[src/hw/rtl/qrs_sqrt_pipe.sv]
`timescale 1ns / 1ps

// One root digit per stage: floor(sqrt(mag * 2^(2*FRAC_W))).
module qrs_sqrt_pipe #(
    parameter int MAG_W  = 34,
    parameter int FRAC_W = 16,
    parameter int SIDE_W = 8,
    parameter int ROOT_W = MAG_W / 2 + FRAC_W
) (
    input  logic              clk,
    input  logic              rst_n,
    input  logic              en,
    input  logic              in_valid,
    input  logic [MAG_W-1:0]  in_mag,
    input  logic [SIDE_W-1:0] in_side,
    output logic              out_valid,
    output logic [ROOT_W-1:0] out_root,
    output logic [SIDE_W-1:0] out_side
);
    localparam int STEPS = ROOT_W;
    localparam int REM_W = ROOT_W + 2;

    logic              v_reg    [1:STEPS];
    logic [MAG_W-1:0]  mag_reg  [1:STEPS];
    logic [ROOT_W-1:0] root_reg [1:STEPS];
    logic [REM_W-1:0]  rem_reg  [1:STEPS];
    logic [SIDE_W-1:0] side_reg [1:STEPS];

    for (genvar k = 0; k < STEPS; k++) begin : g_stage
        localparam int PI = MAG_W / 2 - 1 - k;
        logic              src_v;
        logic [MAG_W-1:0]  src_mag;
        logic [ROOT_W-1:0] src_root;
        logic [REM_W-1:0]  src_rem;
        logic [SIDE_W-1:0] src_side;
        logic [1:0]        pair;
        logic [REM_W-1:0]  rem_sh;
        logic [REM_W-1:0]  trial;
        logic [REM_W-1:0]  rem_next;
        logic [ROOT_W-1:0] root_next;

        if (k == 0) begin : g_first
            assign src_v    = in_valid;
            assign src_mag  = in_mag;
            assign src_root = '0;
            assign src_rem  = '0;
            assign src_side = in_side;
        end
        else begin : g_rest
            assign src_v    = v_reg[k];
            assign src_mag  = mag_reg[k];
            assign src_root = root_reg[k];
            assign src_rem  = rem_reg[k];
            assign src_side = side_reg[k];
        end

        if (PI >= 0) begin : g_pair
            assign pair = src_mag[2*PI+1 -: 2];
        end
        else begin : g_zero
            assign pair = 2'b00;
        end

        always_comb
        begin
            rem_sh = {src_rem[REM_W-3:0], pair};
            trial  = {src_root, 2'b01};
            if (rem_sh >= trial)
            begin
                rem_next  = rem_sh - trial;
                root_next = {src_root[ROOT_W-2:0], 1'b1};
            end
            else
            begin
                rem_next  = rem_sh;
                root_next = {src_root[ROOT_W-2:0], 1'b0};
            end
        end

        always_ff @(posedge clk or negedge rst_n)
        begin
            if (!rst_n)
                v_reg[k+1] <= 1'b0;
            else if (en)
                v_reg[k+1] <= src_v;
        end

        always_ff @(posedge clk)
        begin
            if (en)
            begin
                mag_reg[k+1]  <= src_mag;
                root_reg[k+1] <= root_next;
                rem_reg[k+1]  <= rem_next;
                side_reg[k+1] <= src_side;
            end
        end
    end

    assign out_valid = v_reg[STEPS];
    assign out_root  = root_reg[STEPS];
    assign out_side  = side_reg[STEPS];

endmodule

[config.mk]
export PLATFORM = sky130hd
export DESIGN_NAME = qrs_sqrt_pipe
export DESIGN_NICKNAME = d
export VERILOG_FILES = /design/src/hw/rtl/qrs_sqrt_pipe.sv
export SDC_FILE = /design/constraint.sdc
export NUM_CORES = 2
export LEC_CHECK = 0
export ABC_CLOCK_PERIOD_IN_PS = 3900
export BUFFER_PORTS_ARGS = -buffer_cell sky130_fd_sc_hd__buf_2
export CAP_MARGIN = 25
export CORE_MARGIN = 4
export CORE_UTILIZATION = 56
export DETAILED_ROUTE_END_ITERATION = 6
export PLACE_DENSITY = 0.85
export SLEW_MARGIN = 0
export SYNTH_ARGS = -nofsm -noshare
export SYNTH_HDL_FRONTEND = slang
export SYNTH_SLANG_ARGS = --single-unit
[constraint.sdc]
create_clock -name clk -period 3.9 [get_ports clk]
set_input_delay 0.78 -clock clk [delete_from_list [all_inputs] [get_ports clk]]
set_output_delay 0.78 -clock clk [all_outputs]
set_load 0.01 [all_outputs]
# Word-level counts from Yosys, hierarchy flattened
# Memories as Yosys holds them, arrays and structs flattened.
# Cells that the tools add are included.
[classes] add_sub_neg=33 order_cmp=33 mux=68
[ops] op="two-way mux 35 bit" count=33
[ops] op=">= comparator 35 bit" count=32
[ops] op="subtractor 35 bit" count=32
[ops] op="two-way mux 1 bit" count=35
[ops] op="subtractor 2 x 1 -> 3 bit, second input constant" count=1
[ops] op=">= comparator 2 x 1 -> 1 bit, second input constant" count=1
[totals] regBits=33 ram_bits=3630 inputBits=46 out_inout_bits=42 mem_count=4
[mem_list] memory="rem_reg" words=33 word_bits=35 rd=32 rd_clocked_by_memory_dff=0 wr=33 line_no="26" text="logic [REM_W-1:0] rem_reg [1:STEPS];"
[mem_list] memory="mag_reg" words=33 word_bits=34 rd=32 rd_clocked_by_memory_dff=0 wr=33 line_no="24" text="logic [MAG_W-1:0] mag_reg [1:STEPS];"
[mem_list] memory="root_reg" words=33 word_bits=33 rd=33 rd_clocked_by_memory_dff=0 wr=33 line_no="25" text="logic [ROOT_W-1:0] root_reg [1:STEPS];"
[mem_list] memory="side_reg" words=33 word_bits=8 rd=33 rd_clocked_by_memory_dff=0 wr=33 line_no="27" text="logic [SIDE_W-1:0] side_reg [1:STEPS];"

# Logic depth before layout (Yosys ltp)
# An unclocked memory read counts as a cell.
[depth] depth_word=3 depth_mapped=15 mapped_depth_nobuf=14

# Worst setup path before layout
# No wires, ideal clock.
[synth_path] kind="reg2reg" start="register, netlist name rem_reg[0][218]" end="register, netlist name rem_reg[0][273]" arrival_ns=3.695 required_time_ns=3.634 slack_ns=-0.061 path_stages_with_launch=14 path_buffers=4 period_less_slack_ns=3.961 path_cell_list="edfxtp_1 -> or4_4 -> or3_4 -> or4_1 -> or3_1 -> buf_2 -> or4_4 -> buf_6 -> nor4_4 -> or3b_1 -> buf_4 -> buf_6 -> nor3_1 -> xor2_1"

==> impl_metrics.tcl <==
set metrics [dict create \
    coreArea_um2 185200 \
    finalHoldViolations 0 \
    max_freq_mhz 261.5 \
    synthToLayoutAreaGrowth_pct 11.55 \
    cts_root_buf "clkbuf_16" \
    routabilityCongestion 0.9298 \
    slew_headroom 0.3843 \
    clockBufferDepth 3 \
    layout-drive-gt1-share 0.09015 \
    worstMarginPinSlew_ns 0.9120 \
    crit_type "reg -> reg" \
    io_buffers 87 \
    worstPathCellList "or3_1 -> or3_4 -> nor4_4 -> or3b_2 -> o311ai_2 -> nor2_1 -> inv_1 -> nand4b_1 -> or2_2 -> or3_1 -> xnor2_1" \
    hold_path_class "in -> reg" \
    syn_inst 8506 \
    fp-row-count 158 \
    setup_viol 0 \
    fin_skew_ns 0.05387 \
    place_area_um2 108800 \
    ys_async_sr_fraction 0.01555 \
    gr-usage-all-layers 0.2144 \
    insertion_delay_ns 0.84 \
    final_area_um2 116300 \
    slowest_stage "or3b_2" \
    max_stage_delay_ns 0.52 \
    placed_cells 11087 \
    report.final.slew_viol_count 0 \
    clkSlewWorstSetupHoldPaths_ns 0.06 \
    antenna_cells 0 \
    cts_tree "yes" \
    io_pins 88 \
    synth_nets 9131 \
    grt_pass1_wl_mm 337.7 \
    critPathLaunchType "flop" \
    synth_flop_cell "edfxtp_1" \
    ir_drop_uv 462.8 \
    dp_hpwl_mm 148.9 \
    grt_overflow_total 0 \
    fin_crit_ns 3.824 \
    wirelength_mm 210.5 \
    drcViolationCount 0 \
    dieHeight_um 439.4 \
    cp_top_family "simple AND/OR/NAND/NOR gates" \
    initial_core_util 0.5627 \
    via_per_inst 5.808 \
    final_cell_mix "edfxtp_1, inv_1, nand2_1" \
    finalPower_mw 68.29 \
    critPathBufInv 1 \
    finalNonFillerCells 11487 \
    clkSinkCount 2122 \
    cp_max_fo 6 \
    drt_iter0_drc 5601 \
    status "finished, final reports clean" \
    ys_seq_area_frac 0.6097 \
    cts_buffers 211 \
    synth.avg_cell_area_um2 12.25 \
    crit_path_end_kind "flop" \
    grt_antenna_before_repair 1 \
    yosysWarnings 0 \
    die_w_um 439.4 \
    antenna_left 0 \
    power-per-cell-area_nw_per_um2 587.3 \
    synth_area_um2 104200 \
    grt_max_degree 151 \
    synth_edf_count 2089 \
    largest_reg_flops 1008 \
    maxCapViolCount 0 \
    die_area_um2 193100 \
    p_leak_nw 44.95 \
    ys_seq_elements 2122 \
    fin_nets 9452 \
    routedWlPerCell_um 18.32 \
    fin_crit_sh 0.9804 \
    multiInputGateArea_um2 37560 \
    fill_cells 13257 \
    via_count 66715 \
    final-seq-area_um2 63560 \
    required_ns 4.48 \
    arrival_ns 4.40 \
    ctsHtreeMaxLevel 4 \
    cp_common_cell "or3_1" \
    drt_pass1_iterations 6 \
    layout_commonest_cell "edfxtp_1" \
    first_global_vias 66612 \
    netlist-cell-type-count 87 \
]
==> routing by layer <==
layer	wire (um)	part of all wire	global-route usage
met1	83270	0.40	0.2594
met2	107700	0.51	0.3821
met3	11050	0.053	0.03425
met4	8468	0.040	0.08701
met5	0	0	0
==> stage by stage <==
step	utilization	worst slack [ns]	hold slack [ns]	TNS, ns
floorplan	-	-0.04764	0.4003	-0.2887
global placement	0.5875	0.003452	0.4001	0
detailed placement	0.5875	-0.02786	0.4045	-0.05798
CTS	0.6264	0.005450	0.04280	0
global route	0.6277	-0.04948	0.06053	-0.05117
finish	0.6277	0.07638	0.1116	0
==> kinds of logic (layout without fill, tap and decap cells) <==
group,count (synthesis),count (layout),synth area share
buf+inv,900,1401,0.03264
xor+xnor,776,776,0.06520
simple gates,2266,2266,0.1063
compound gates,1746,1746,0.1030
other cells,1,1,0.00003598
mux,116,116,0.01252
fa+ha+maj,579,579,0.07058
flops,2122,2122,0.6097
==> worst paths after layout <==
path	startpoint	end	slack, ns	cells past startpoint
worst min-delay path	in_mag[30]	mag_reg[0][64]	0.11	1
worst max register to register	rem_reg[0][290]	rem_reg[0][347]	0.08	11
worst min register to register	side_reg[0][224]	side_reg[0][232]	0.40	0
max in group asynchronous	rst_n	g_stage[19].src_v	2.86	2
worst max-delay path	rem_reg[0][290]	rem_reg[0][347]	0.08	11
min in group asynchronous	rst_n	g_stage[2].src_v	0.57	2
==> cell type report <==
| cell class | count | share of cell area |
|---|---|---|
| sequential | 2122 | 0.5466 |
| clock buffer | 256 | 0.04768 |
| multi-input combinational | 5484 | 0.3231 |
| tap | 2480 | 0.02669 |
| clock inverter | 137 | 0.01405 |
| inverter | 746 | 0.02408 |
| timing repair buffer | 262 | 0.01778 |
==> what timing repair did <==
item / in CTS / in global routing
pin swaps: 0 / 4
endpoints found under the setup margin: 9 / 127
buffers inserted: 0 / 6
resized for setup: 3 / 42
hold endpoints to repair: 33 / 0
hold buffers: 1 / 0
==> cell usage after synthesis, types with 51 or more instances <==
master	number	share of area
edfxtp_1	2089	0.60
inv_1	745	0.027
nand2_1	641	0.023
ha_1	564	0.068
nor2_1	530	0.019
o21ai_0	521	0.025
a21oi_1	505	0.024
xor2_1	392	0.033
xnor2_1	384	0.032
a21o_1	204	0.015
nor3_1	203	0.0097
clkbuf_1	141	0.0051
nand3_1	128	0.0061
nor4_1	121	0.0073
nand2b_1	117	0.0070
mux2_2	115	0.012
nor2b_1	94	0.0056
or3_1	91	0.0055
o21a_1	82	0.0059
o31ai_1	73	0.0053
nand4_1	65	0.0039
and3_1	60	0.0036
o21bai_1	53	0.0038
or2_2	51	0.0031
==> where the power goes <==
part / internal [mW] / switching [mW] / leakage (nW)
sequential: 29.4 / 2.19 / 20.3
combinational: 6.91 / 8.98 / 21.2
clock: 12.2 / 8.66 / 3.48
No activity file was read; power rests on OpenSTA's default activity.
